## config.mk

```make
export PLATFORM = sky130hd
export DESIGN_NAME = sliding_window_near_match_top_flat
export DESIGN_NICKNAME = d
export VERILOG_FILES = /design/src/hdl/swnm_pkg.sv /design/src/hdl/swnm_if.sv /design/src/hdl/sliding_window_near_match_top.sv /design/src/hdl/swnm_ctrl.sv /design/src/hdl/swnm_datapath.sv /design/src/flat_wrapper.sv
export VERILOG_INCLUDE_DIRS = /design/src /design/src/hdl
export SDC_FILE = /design/constraint.sdc
export NUM_CORES = 2
export LEC_CHECK = 0
export BUFFER_PORTS_ARGS = -buffer_cell sky130_fd_sc_hd__clkbuf_2
export CAP_MARGIN = 25
export CORE_UTILIZATION = 45
export CTS_BUF_LIST = sky130_fd_sc_hd__clkbuf_16
export DETAILED_ROUTE_END_ITERATION = 8
export PLACE_DENSITY = 0.57
export SLEW_MARGIN = 20
export SYNTH_ARGS = -nofsm -noshare
export SYNTH_HDL_FRONTEND = slang
export SYNTH_SLANG_ARGS = --single-unit
```

## constraint.sdc

```tcl
create_clock -name clk -period 7.85 [get_ports clk]
set_input_delay 1.57 -clock clk [delete_from_list [all_inputs] [get_ports clk]]
set_output_delay 1.57 -clock clk [all_outputs]
set_load 0.02 [all_outputs]
```

## src/hdl/sliding_window_near_match_top_assert.svh

```systemverilog
// Assertion macros shared by the near-match detector.
// Each macro checks one property on the rising edge of clk, outside reset.
`ifndef SLIDING_WINDOW_NEAR_MATCH_TOP_ASSERT_SVH
`define SLIDING_WINDOW_NEAR_MATCH_TOP_ASSERT_SVH

// Same-cycle implication.
`define SWNM_ASSERT_SAME(label, ante, cons) \
  label: assert property (@(posedge clk) disable iff (rst) (ante) |-> (cons)) \
    else $error("near-match detector: same-cycle check failed");

// Next-cycle implication.
`define SWNM_ASSERT_NEXT(label, ante, cons) \
  label: assert property (@(posedge clk) disable iff (rst) (ante) |=> (cons)) \
    else $error("near-match detector: next-cycle check failed");

`endif

```

## src/hdl/swnm_pkg.sv

```systemverilog
`timescale 1ns / 1ps
`default_nettype none

package swnm_pkg;

  // Field and register widths.
  localparam int SAMPLE_W   = 32;
  localparam int WIN_W      = 7;
  localparam int TOL_W      = 31;
  localparam int CFG_IDX_W  = 1;
  localparam int CFG_DATA_W = 31;

  // Register indexes on the configuration port.
  localparam logic [CFG_IDX_W-1:0] CFG_WINDOW_LEN = 1'd0;
  localparam logic [CFG_IDX_W-1:0] CFG_TOLERANCE  = 1'd1;

  // Register reset values.
  localparam logic [WIN_W-1:0] WINDOW_LEN_RST = 7'd1;
  localparam logic [TOL_W-1:0] TOLERANCE_RST  = 31'd0;

  // Controller states.
  typedef enum logic [1:0] {
    ST_IDLE,
    ST_READ,
    ST_CMP,
    ST_FINISH
  } swnm_state_t;

  // Commands from controller to datapath.
  typedef struct packed {
    logic accept;
    logic issue_read;
    logic compare;
    logic finish;
  } swnm_cmd_t;

  // Status from datapath to controller.
  typedef struct packed {
    logic span_zero;
    logic cmp_done;
    logic out_free;
  } swnm_sts_t;

endpackage

`default_nettype wire

```

## src/hdl/swnm_if.sv

```systemverilog
`timescale 1ns / 1ps
`default_nettype none

// Sample channel: one signed value and its first-item marker per item.
interface swnm_in_if;
  logic               valid;
  logic               ready;
  logic signed [31:0] sample_value;
  logic               first_item;

  modport source (output valid, output sample_value, output first_item, input ready);
  modport sink   (input valid, input sample_value, input first_item, output ready);
endinterface

// Result channel: the match flags for one sample.
interface swnm_out_if;
  logic valid;
  logic ready;
  logic near_match;
  logic any_match;

  modport source (output valid, output near_match, output any_match, input ready);
  modport sink   (input valid, input near_match, input any_match, output ready);
endinterface

`default_nettype wire

```

## src/hdl/sliding_window_near_match_top.sv

```systemverilog
// Near-match detector over a sliding window of signed 32-bit samples. Each
// sample is compared, newest first, with up to min(window_len, MAX_WINDOW)
// earlier samples of its sequence, and one result item reports near_match and
// the sticky any_match; a sample with first_item set starts a new sequence.
// Samples are handled one at a time: a result is presented after the scan of
// its window and the write-back, and the next sample is accepted once the
// sequencer is back in idle. The scan covers the entries up to and including
// the first hit (at most the clipped window length, none for an empty window).
// The scan is paced by the window memory's single registered read port and
// the single 33-bit comparator, which take each entry through a read state
// and then a compare state. A waiting result does not block the next sample
// from being accepted; it only holds the final write-back until the output is free.
// Configuration is written through cfg_we, cfg_index and cfg_data; the user
// must do so only while idle, as the block itself does not enforce it.
`timescale 1ns / 1ps
`default_nettype none

module sliding_window_near_match_top #(
  parameter int MAX_WINDOW = 64
) (
  input  logic                            clk,
  input  logic                            rst,
  input  logic                            cfg_we,
  input  logic [swnm_pkg::CFG_IDX_W-1:0]  cfg_index,
  input  logic [swnm_pkg::CFG_DATA_W-1:0] cfg_data,
  swnm_in_if.sink                         samples,
  swnm_out_if.source                      results
);
  import swnm_pkg::*;

  swnm_cmd_t cmd;
  swnm_sts_t sts;

  // Sequencer.
  swnm_ctrl u_ctrl (
    .clk      (clk),
    .rst      (rst),
    .in_valid (samples.valid),
    .in_ready (samples.ready),
    .sts      (sts),
    .cmd      (cmd)
  );

  // Window store, comparator and result register.
  swnm_datapath #(
    .MAX_WINDOW (MAX_WINDOW)
  ) u_datapath (
    .clk          (clk),
    .rst          (rst),
    .cfg_we       (cfg_we),
    .cfg_index    (cfg_index),
    .cfg_data     (cfg_data),
    .sample_value (samples.sample_value),
    .first_item   (samples.first_item),
    .cmd          (cmd),
    .sts          (sts),
    .out_valid    (results.valid),
    .out_ready    (results.ready),
    .near_match   (results.near_match),
    .any_match    (results.any_match)
  );

`include "sliding_window_near_match_top_assert.svh"

  // A reported near match is always reflected in the sticky flag.
  `SWNM_ASSERT_SAME(a_any_covers_near, results.valid && results.near_match, results.any_match)
  // Once an item is accepted the block is busy in the next cycle.
  `SWNM_ASSERT_NEXT(a_busy_after_accept, samples.valid && samples.ready, !samples.ready)
  // A compare that ends the scan is followed by write-back, not another read.
  `SWNM_ASSERT_NEXT(a_scan_stops, cmd.compare && sts.cmp_done, !cmd.issue_read && !cmd.compare)
  // An empty window goes straight to write-back without touching the memory.
  `SWNM_ASSERT_NEXT(a_empty_skips_read, cmd.accept && sts.span_zero, !cmd.issue_read)

endmodule

`default_nettype wire

```

## src/hdl/swnm_ctrl.sv

```systemverilog
`timescale 1ns / 1ps
`default_nettype none

module swnm_ctrl (
  input  logic               clk,
  input  logic               rst,
  input  logic               in_valid,
  output logic               in_ready,
  input  swnm_pkg::swnm_sts_t sts,
  output swnm_pkg::swnm_cmd_t cmd
);
  import swnm_pkg::*;

  swnm_state_t state;
  swnm_state_t state_next;

  // State register.
  always_ff @(posedge clk) begin
    if (rst) begin
      state <= ST_IDLE;
    end else begin
      state <= state_next;
    end
  end

  // Next state and commands. Each window entry passes through a read state and
  // a compare state; the scan stops at the first hit or the oldest entry.
  always_comb begin
    state_next = state;
    cmd        = '0;
    in_ready   = 1'b0;
    unique case (state)
      ST_IDLE: begin
        in_ready = 1'b1;
        if (in_valid) begin
          cmd.accept = 1'b1;
          state_next = sts.span_zero ? ST_FINISH : ST_READ;
        end
      end
      ST_READ: begin
        cmd.issue_read = 1'b1;
        state_next     = ST_CMP;
      end
      ST_CMP: begin
        cmd.compare = 1'b1;
        state_next  = sts.cmp_done ? ST_FINISH : ST_READ;
      end
      ST_FINISH: begin
        if (sts.out_free) begin
          cmd.finish = 1'b1;
          state_next = ST_IDLE;
        end
      end
      default: begin
        state_next = ST_IDLE;
      end
    endcase
  end

endmodule

`default_nettype wire

```

## src/hdl/swnm_datapath.sv

```systemverilog
`timescale 1ns / 1ps
`default_nettype none

module swnm_datapath #(
  parameter int MAX_WINDOW = 64
) (
  input  logic                                clk,
  input  logic                                rst,
  input  logic                                cfg_we,
  input  logic [swnm_pkg::CFG_IDX_W-1:0]      cfg_index,
  input  logic [swnm_pkg::CFG_DATA_W-1:0]     cfg_data,
  input  logic signed [swnm_pkg::SAMPLE_W-1:0] sample_value,
  input  logic                                first_item,
  input  swnm_pkg::swnm_cmd_t                 cmd,
  output swnm_pkg::swnm_sts_t                 sts,
  output logic                                out_valid,
  input  logic                                out_ready,
  output logic                                near_match,
  output logic                                any_match
);
  import swnm_pkg::*;

  localparam int PTR_W = (MAX_WINDOW > 1) ? $clog2(MAX_WINDOW) : 1;
  localparam int CNT_W = $clog2(MAX_WINDOW + 1);
  localparam int CMP_W = (CNT_W > WIN_W) ? CNT_W : WIN_W;
  localparam logic [PTR_W-1:0] LAST_PTR = PTR_W'(MAX_WINDOW - 1);
  localparam logic [CNT_W-1:0] FULL_CNT = CNT_W'(MAX_WINDOW);
  localparam logic [CMP_W-1:0] MAX_EXT  = CMP_W'(MAX_WINDOW);

  // Configuration registers.
  logic [WIN_W-1:0] window_len;
  logic [TOL_W-1:0] value_tolerance;

  // Window store and its bookkeeping.
  logic [SAMPLE_W-1:0] mem [MAX_WINDOW];
  logic [SAMPLE_W-1:0] rd_data;
  logic [PTR_W-1:0]    write_pos;
  logic [PTR_W-1:0]    rd_ptr;
  logic [CNT_W-1:0]    filled_count;
  logic [CNT_W-1:0]    remaining;
  logic                seen_match;

  // Per-item working registers.
  logic signed [SAMPLE_W-1:0] cur;
  logic                       hit;

  logic [CMP_W-1:0] win_ext;
  logic [CMP_W-1:0] fill_ext;
  logic [CMP_W-1:0] span_a;
  logic [CMP_W-1:0] span;
  logic signed [SAMPLE_W:0] diff;
  logic [SAMPLE_W:0]        mag;
  logic                     hit_now;
  logic                     seen_merged;

  // Configuration writes; an index beyond the list is ignored.
  always_ff @(posedge clk) begin
    if (rst) begin
      window_len      <= WINDOW_LEN_RST;
      value_tolerance <= TOLERANCE_RST;
    end else if (cfg_we) begin
      if (cfg_index == CFG_WINDOW_LEN) begin
        window_len <= cfg_data[WIN_W-1:0];
      end
      if (cfg_index == CFG_TOLERANCE) begin
        value_tolerance <= cfg_data[TOL_W-1:0];
      end
    end
  end

  // Number of entries to scan: window length, clipped to the store depth and
  // to the entries held in this sequence. A first item sees an empty window.
  always_comb begin
    win_ext  = CMP_W'(window_len);
    fill_ext = first_item ? '0 : CMP_W'(filled_count);
    span_a   = (win_ext > MAX_EXT) ? MAX_EXT : win_ext;
    span     = (span_a > fill_ext) ? fill_ext : span_a;
  end

  // Absolute difference at 33 bits against the tolerance.
  always_comb begin
    diff        = {cur[SAMPLE_W-1], cur} - {rd_data[SAMPLE_W-1], rd_data};
    mag         = diff[SAMPLE_W] ? (SAMPLE_W+1)'(0) - diff : diff;
    hit_now     = mag <= {2'b00, value_tolerance};
    seen_merged = seen_match | hit;
  end

  assign sts.span_zero = (span == '0);
  assign sts.cmp_done  = hit_now || (remaining == CNT_W'(1));
  assign sts.out_free  = !out_valid || out_ready;

  // Window memory: one registered read port, one write port.
  always_ff @(posedge clk) begin
    if (cmd.issue_read) begin
      rd_data <= mem[rd_ptr];
    end
    if (cmd.finish) begin
      mem[write_pos] <= cur;
    end
  end

  // Scan registers; the read pointer walks backwards from the newest entry.
  always_ff @(posedge clk) begin
    if (cmd.accept) begin
      cur       <= sample_value;
      hit       <= 1'b0;
      remaining <= span[CNT_W-1:0];
      rd_ptr    <= (write_pos == '0) ? LAST_PTR : write_pos - PTR_W'(1);
    end else if (cmd.compare) begin
      hit       <= hit | hit_now;
      remaining <= remaining - CNT_W'(1);
      rd_ptr    <= (rd_ptr == '0) ? LAST_PTR : rd_ptr - PTR_W'(1);
    end
  end

  // Sequence state: write pointer, fill count and sticky flag.
  always_ff @(posedge clk) begin
    if (rst) begin
      write_pos    <= '0;
      filled_count <= '0;
      seen_match   <= 1'b0;
    end else if (cmd.accept && first_item) begin
      filled_count <= '0;
      seen_match   <= 1'b0;
    end else if (cmd.finish) begin
      write_pos  <= (write_pos == LAST_PTR) ? '0 : write_pos + PTR_W'(1);
      seen_match <= seen_merged;
      if (filled_count != FULL_CNT) begin
        filled_count <= filled_count + CNT_W'(1);
      end
    end
  end

  // Output register: holds a result until it is taken.
  always_ff @(posedge clk) begin
    if (rst) begin
      out_valid <= 1'b0;
    end else if (cmd.finish) begin
      out_valid <= 1'b1;
    end else if (out_ready) begin
      out_valid <= 1'b0;
    end
  end

  always_ff @(posedge clk) begin
    if (cmd.finish) begin
      near_match <= hit;
      any_match  <= seen_merged;
    end
  end

endmodule

`default_nettype wire
```

## src/flat_wrapper.sv

```systemverilog
// flat-port wrapper written by rule: the top's interface ports become plain ports
module sliding_window_near_match_top_flat import swnm_pkg::*;
#(
  parameter int MAX_WINDOW = 64
)
  (clk, rst, cfg_we, cfg_index, cfg_data, samples_valid, samples_sample_value, samples_first_item, samples_ready, results_valid, results_near_match, results_any_match, results_ready);
  swnm_in_if samples_i ();
  swnm_out_if results_i ();
  input  logic clk;
  input  logic rst;
  input  logic cfg_we;
  input  logic [swnm_pkg::CFG_IDX_W-1:0] cfg_index;
  input  logic [swnm_pkg::CFG_DATA_W-1:0] cfg_data;
  input wire logic [$bits(samples_i.valid)-1:0] samples_valid;
  input wire logic [$bits(samples_i.sample_value)-1:0] samples_sample_value;
  input wire logic [$bits(samples_i.first_item)-1:0] samples_first_item;
  output wire logic [$bits(samples_i.ready)-1:0] samples_ready;
  output wire logic [$bits(results_i.valid)-1:0] results_valid;
  output wire logic [$bits(results_i.near_match)-1:0] results_near_match;
  output wire logic [$bits(results_i.any_match)-1:0] results_any_match;
  input wire logic [$bits(results_i.ready)-1:0] results_ready;
  assign samples_i.valid = samples_valid;
  assign samples_i.sample_value = samples_sample_value;
  assign samples_i.first_item = samples_first_item;
  assign samples_ready = samples_i.ready;
  assign results_valid = results_i.valid;
  assign results_near_match = results_i.near_match;
  assign results_any_match = results_i.any_match;
  assign results_i.ready = results_ready;
  sliding_window_near_match_top #(.MAX_WINDOW(MAX_WINDOW)) u_core (.clk(clk), .rst(rst), .cfg_we(cfg_we), .cfg_index(cfg_index), .cfg_data(cfg_data), .samples(samples_i), .results(results_i));
endmodule
```

Word level (Yosys, flattened, before mapping)
Memories as Yosys holds them, arrays and structs flattened. A register that Yosys moved wholly into a read port is not among the register bits.
Index checks and enable logic that the tools add are counted.
{"block": "totals", "register_bits": 103, "mem_bits_rw": 2048, "in_bits": 70, "output_inout_bits": 4, "elab_cells": 79, "memories": 1}
{"name": "u_core.u_datapath.mem", "words": 64, "width": 32, "rd": 1, "rd_clocked_by_memory_dff": 1, "wr": 1, "line": "swnm_datapath.sv:35", "rtl": "logic [SAMPLE_W-1:0] mem [MAX_WINDOW];"}
{"block": "op_classes", "n_addsub": 7, "order_cmp": 3, "n_eq_ne": 8, "muxes": 27, "n_bitwise": 4, "n_reduce_logical": 16}
{"operator": "$mux W7", "count": 5}
{"operator": "$le A33 B31 Y1", "count": 1}
{"operator": "$mux W33", "count": 1}
{"operator": "$sub A1 B33 Y33 const A", "count": 1}
{"operator": "$sub A32 B32 Y33", "count": 1}
{"operator": "$mux W6", "count": 5}
{"operator": "$logic_not A6 Y1", "count": 2}
{"operator": "$sub A6 B1 Y6 const B", "count": 2}
{"operator": "$mux W1", "count": 11}
{"operator": "$reduce_and A2 Y1", "count": 5}
{"operator": "$mux W2", "count": 4}
{"operator": "$pmux W2 S4", "count": 1}
{"operator": "$add A7 B1 Y7 const B", "count": 1}
{"operator": "$eq A7 B1 Y1 const B", "count": 1}
{"operator": "$gt A7 B7 Y1", "count": 1}
{"operator": "$gt A7 B7 Y1 const B", "count": 1}
{"operator": "$logic_not A7 Y1", "count": 1}
{"operator": "$ne A7 B7 Y1 const B", "count": 1}
{"operator": "$sub A7 B1 Y7 const B", "count": 1}
{"operator": "$add A6 B1 Y6 const B", "count": 1}
{"operator": "$eq A6 B6 Y1 const B", "count": 1}
{"operator": "$eq A2 B2 Y1 const B", "count": 2}
{"operator": "$reduce_bool A2 Y1", "count": 2}
{"operator": "$eq A2 B1 Y1 const B", "count": 1}
{"operator": "9 further kinds", "count": 12}

Logic depth before layout (Yosys ltp)
{"block": "depth", "depth_word": 8, "ltp_mapped": 25, "depth_no_buf": 25}

Hierarchy
A second synthesis with hierarchy kept.
{"block": "hier_totals", "cells_unflattened": 4794, "area_unflattened_um2": 87825.5}
{"mod": "swnm_datapath", "n_inst": 1, "cells_per_inst": 4781, "area_each_um2": 87711.6, "seq_area_each_um2": 64952.3}
{"mod": "swnm_ctrl", "n_inst": 1, "cells_per_inst": 13, "area_each_um2": 113.9, "seq_area_each_um2": 40.0}

Worst setup path before layout
Ideal clock, no wire load.
{"block": "synth_timing", "path_kind": "register -> register", "start": "register u_core.u_datapath.cur[0]", "end": "register u_core.u_datapath.hit", "setup_time_ns": 0.060, "t_arrival_ns": 6.196, "required_time_ns": 7.790, "setup_slack_ns": 1.594, "path_stages_with_launch": 26, "n_path_buf": 0, "period_less_slack_ns": 6.256, "cell_sequence": "edfxtp_1 -> inv_1 -> ha_1 -> fa_1 -> nand2b_1 -> a21o_1 -> nand2_1 -> a221oi_1 -> nor4_4 -> nor2_1 -> or4b_4 -> or3_4 -> or3_4 -> o21ai_2 -> xnor2_1 -> ha_1 -> a21oi_1 -> nor2b_1 -> o21ai_0 -> nand2_1 -> nor2_1 -> o21ai_0 -> a221o_1 -> a311oi_1 -> nor4b_1 -> o41a_1"}
{"block": "synth_via", "elab_chain_len": 5}
{"item": "start, declared", "line": "swnm_datapath.sv:44", "rtl": "logic signed [SAMPLE_W-1:0] cur;"}
{"item": "start signal, assigned", "line": "swnm_datapath.sv:105", "rtl": "cur <= sample_value;"}
{"item": "$sub A32 B32 Y33 (*)", "line": "swnm_datapath.sv:82", "rtl": "diff = {cur[SAMPLE_W-1], cur} - {rd_data[SAMPLE_W-1], rd_data};"}
{"item": "$sub A1 B33 Y33", "line": "swnm_datapath.sv:83", "rtl": "mag = diff[SAMPLE_W] ? (SAMPLE_W+1)'(0) - diff : diff;"}
{"item": "$mux W33 (*)", "line": "swnm_datapath.sv:83"}
{"item": "$le A33 B31 Y1 (*)", "line": "swnm_datapath.sv:84", "rtl": "hit_now = mag <= {2'b00, value_tolerance};"}
{"item": "$or A1 B1 Y1 (*)", "line": "swnm_datapath.sv:110", "rtl": "hit <= hit | hit_now;"}
{"item": "end signal, assigned", "line": "swnm_datapath.sv:110"}
{"item": "end, declared", "line": "swnm_datapath.sv:45", "rtl": "logic hit;"}
Every way passes the cells marked *; elsewhere a longest branch is shown, timed or not.
A chain may end at the register's enable or synchronous reset.

Worst setup path after layout
{"block": "layout_timing", "start": "register u_core.u_datapath.cur[1]", "end": "register u_core.u_datapath.hit"}
The elaborated chain is that of the path after synthesis.

==> flow_summary.ini <==
[run_status]
status = complete, no violations

[yosys]
syn_area_sq_um = 86400
netlist.top_cell.by_area = edfxtp_1
synth_cells = 3941
yosys-top-cells-area = edfxtp_1 (74%), mux4_2 (18%), dfxtp_1 (1.3%)
synth.net_count = 4092
synth_top_area_frac = 0.739
synth_warnings = 0
async_reset_ff_frac = 0
synth-main-ff-cell = edfxtp_1
synth.distinct_cells = 70
synth-edff-count = 2127
syn_avg_cell_area_sq_um = 21.9
ys_ff_latch = 2183
ys_seq_area_frac = 0.752

[sta]
final.setup.worst_slack_ns = 1.21
fin_worst_skew_ns = 0.0497
max_freq_mhz = 151
hold_viol_final = 0
final.setup.tns_ns = 0
tightest_slew_ns = 1.13
slew_violations = 0
rsz0062_at_grt = no
slew-limit-headroom = 0.245
finalCritPeriodShare = 0.846
min_period_ns = 6.64
setup_viol = 0

[die]
io_pins = 74
die_area_sq_um = 194000
die_x_um = 440
core_sq_um = 190000
die_h_um = 440
start_util = 0.454
rows = 160

[finish]
nNetsFinal = 4331
nFillCells = 14800
multi_input_area_sq_um = 20900
drive_above_1_share = 0.293
syn2layout_area_growth_pct = 13.4
ff_latch_area_sq_um = 65000
final_util = 0.515

[worst_setup_path]
critPathKind = reg2reg
path_max_fanout = 19
crit_required_ns = 8.66
start_kind = flip-flop
arrival_ns = 7.45
end_kind = flip-flop

[clock_tree]
cts_htree_levels = 4
cts_tree = built
cts-root-buf = clkbuf_16
cts_resized = 0
cts_made_buffers = 219
clockBufferDepth = 3
holdBufCountCts = 0
numClockSinks = 2183
cts_setup_buffers = 0
path_clk_slew_ns = 0.07
clk_latency_ns = 0.87

[detailed_routing]
drcViolationCount = 0
wl_um = 229000
vias = 41318
drt_iter0_markers = 5032
vias_per_cell = 6.00
wl_per_cell_um = 33.3
drtPass1Iterations = 6
ant_nets = 0

[pwr]
irDropWorstVdd_uv = 243
leakage_nw = 31.1
p_per_area_nw_per_um2 = 295

[place]
gp_congestion = 0.882
io_buffers = 73
hpwl_um = 130000
place_ws_ns = 1.32

[global_routing]
grt_max_degree = 121
first_global_vias = 41340
grt_first_pass_wirelength_um = 320000
grt_overflow = 0
grtUsageTotal = 0.238
antenna_found_initial = 25

[hold_path]
hold_class = reg2reg

[flow_run]
cap_violations = 0
per-stage QoR:
stage | area (sq um) | total power [mW] | hold slack, ns | cells
6_report | 98000 | 28.9 | 0.460 | 6885
5_1_grt | 98000 | 29.9 | 0.477 | 6873
4_1_cts | 97900 | 29.2 | 0.461 | 6871
3_5_place_dp | 90900 | 19.1 | 0.453 | 6468
3_3_place_gp | 90800 | 19.0 | 0.446 | 6461
2_1_floorplan | 86400 | 17.0 | 0.429 | 3941
path summary, 6_finish.rpt:
check / from / endpoint / slack, ns / depth (start not counted)
setup / recovery: u_core.u_datapath.cur[1]$_DFFE_PP_ / u_core.u_datapath.hit$_SDFFE_PP0P_ / 1.21 / 21
hold / removal: u_core.u_datapath.value_tolerance[17]$_SDFFE_PP0P_ / u_core.u_datapath.value_tolerance[17]$_SDFFE_PP0P_ / 0.46 / 2
setup reg to reg: u_core.u_datapath.cur[1]$_DFFE_PP_ / u_core.u_datapath.hit$_SDFFE_PP0P_ / 1.21 / 21
hold reg to reg: u_core.u_datapath.value_tolerance[17]$_SDFFE_PP0P_ / u_core.u_datapath.value_tolerance[17]$_SDFFE_PP0P_ / 0.46 / 2
where the power goes:
group	internal (mW)	leakage [nW]	total (mW)	switching, mW
registers	13.1	19.6	13.2	0.0866
clock network	5.69	3.55	10.1	4.44
logic	2.27	7.91	5.59	3.32
kinds of logic after synthesis:
logic type | count (synthesis) | synth area share
AND/OR/NAND/NOR | 398 | 0.0220
XOR/XNOR | 79 | 0.00800
AO/OA/AOI/OAI | 228 | 0.0168
flip-flops | 2183 | 0.752
adder cells (fa/ha/maj) | 81 | 0.0118
buffers and inverters | 282 | 0.0124
multiplexers | 690 | 0.177
cells in the final DEF, fill, tap and decap left out, types with 6 or more instances in the layout:
| cell type | n |
|---|---|
| clkbuf_16 | 220 |
| nand3_1 | 19 |
| a21oi_1 | 83 |
| a22oi_1 | 6 |
| a21o_1 | 22 |
| mux4_2 | 672 |
| buf_4 | 122 |
| o21ai_0 | 42 |
| ha_1 | 80 |
| o21a_1 | 12 |
| nor2b_1 | 10 |
| clkbuf_2 | 73 |
| nor3_1 | 18 |
| clkinv_2 | 38 |
| buf_12 | 10 |
| edfxtp_1 | 2127 |
| nand2_1 | 119 |
| xnor2_1 | 49 |
| inv_1 | 120 |
| clkinv_1 | 68 |
| o211ai_1 | 8 |
| nor2_4 | 64 |
| xor2_1 | 30 |
| nand2b_1 | 15 |
| bufinv_16 | 18 |
| nor2_1 | 73 |
| buf_16 | 6 |
| nand4_1 | 21 |
| diode_2 | 12 |
| or3_1 | 9 |
| and3_1 | 6 |
| dfxtp_1 | 56 |
| mux2i_1 | 17 |
layout make-up:
class | instances | share of cell area
sequential | 2183 | 0.663
multi-input combinational | 1476 | 0.213
clock buffer | 220 | 0.0562
tap | 2511 | 0.0321
timing repair buffer | 212 | 0.0170
clock inverter | 183 | 0.0152
inverter | 88 | 0.00337
antenna | 12 | 0.000306
state kept, by name, summed over array words and instances, names as in the netlist, 2 cells and up:
name / flops
u_core.u_ctrl.state: 2
u_core.u_datapath.cur: 32
u_core.u_datapath.filled_count: 7
u_core.u_datapath.mem: 2048
u_core.u_datapath.rd_data: 32
u_core.u_datapath.rd_ptr: 6
u_core.u_datapath.remaining: 7
u_core.u_datapath.value_tolerance: 31
u_core.u_datapath.win_ext: 7
u_core.u_datapath.write_pos: 6
per-layer routing:
layer	up-vias	global-route usage	wire length, um
met2	1436	0.382	111000
met5	-	0	27
met1	22577	0.341	97400
met4	4	0.0611	5200
met3	249	0.0410	15200
li1	17052	-	-
Yosys cell counts, types with 42 or more instances:
| master | n |
|---|---|
| a21oi_1 | 83 |
| buf_1 | 50 |
| clkbuf_1 | 140 |
| dfxtp_1 | 56 |
| edfxtp_1 | 2127 |
| ha_1 | 80 |
| inv_1 | 88 |
| mux4_2 | 672 |
| nand2_1 | 119 |
| nor2_1 | 138 |
| o21ai_0 | 42 |
| xnor2_1 | 49 |
critical path, cell delays in order (launching register included):
cell and delay [ns]:
edfxtp_1 0.76, inv_1 0.13, fa_1 0.44, nand2b_1 0.22
a21o_1 0.22, a21oi_1 0.25, o31a_1 0.32, a21oi_1 0.15
o31a_1 0.34, nand2b_1 0.17, a31oi_1 0.83, nor2_1 0.12
xnor2_1 0.25, ha_1 0.29, a21o_1 0.18, a21o_1 0.17
a211oi_1 0.25, o21ai_0 0.12, a221o_1 0.30, a311oi_1 0.53
nor4b_1 0.32, o41a_1 0.20
No activity file was read; power rests on OpenSTA's default activity.
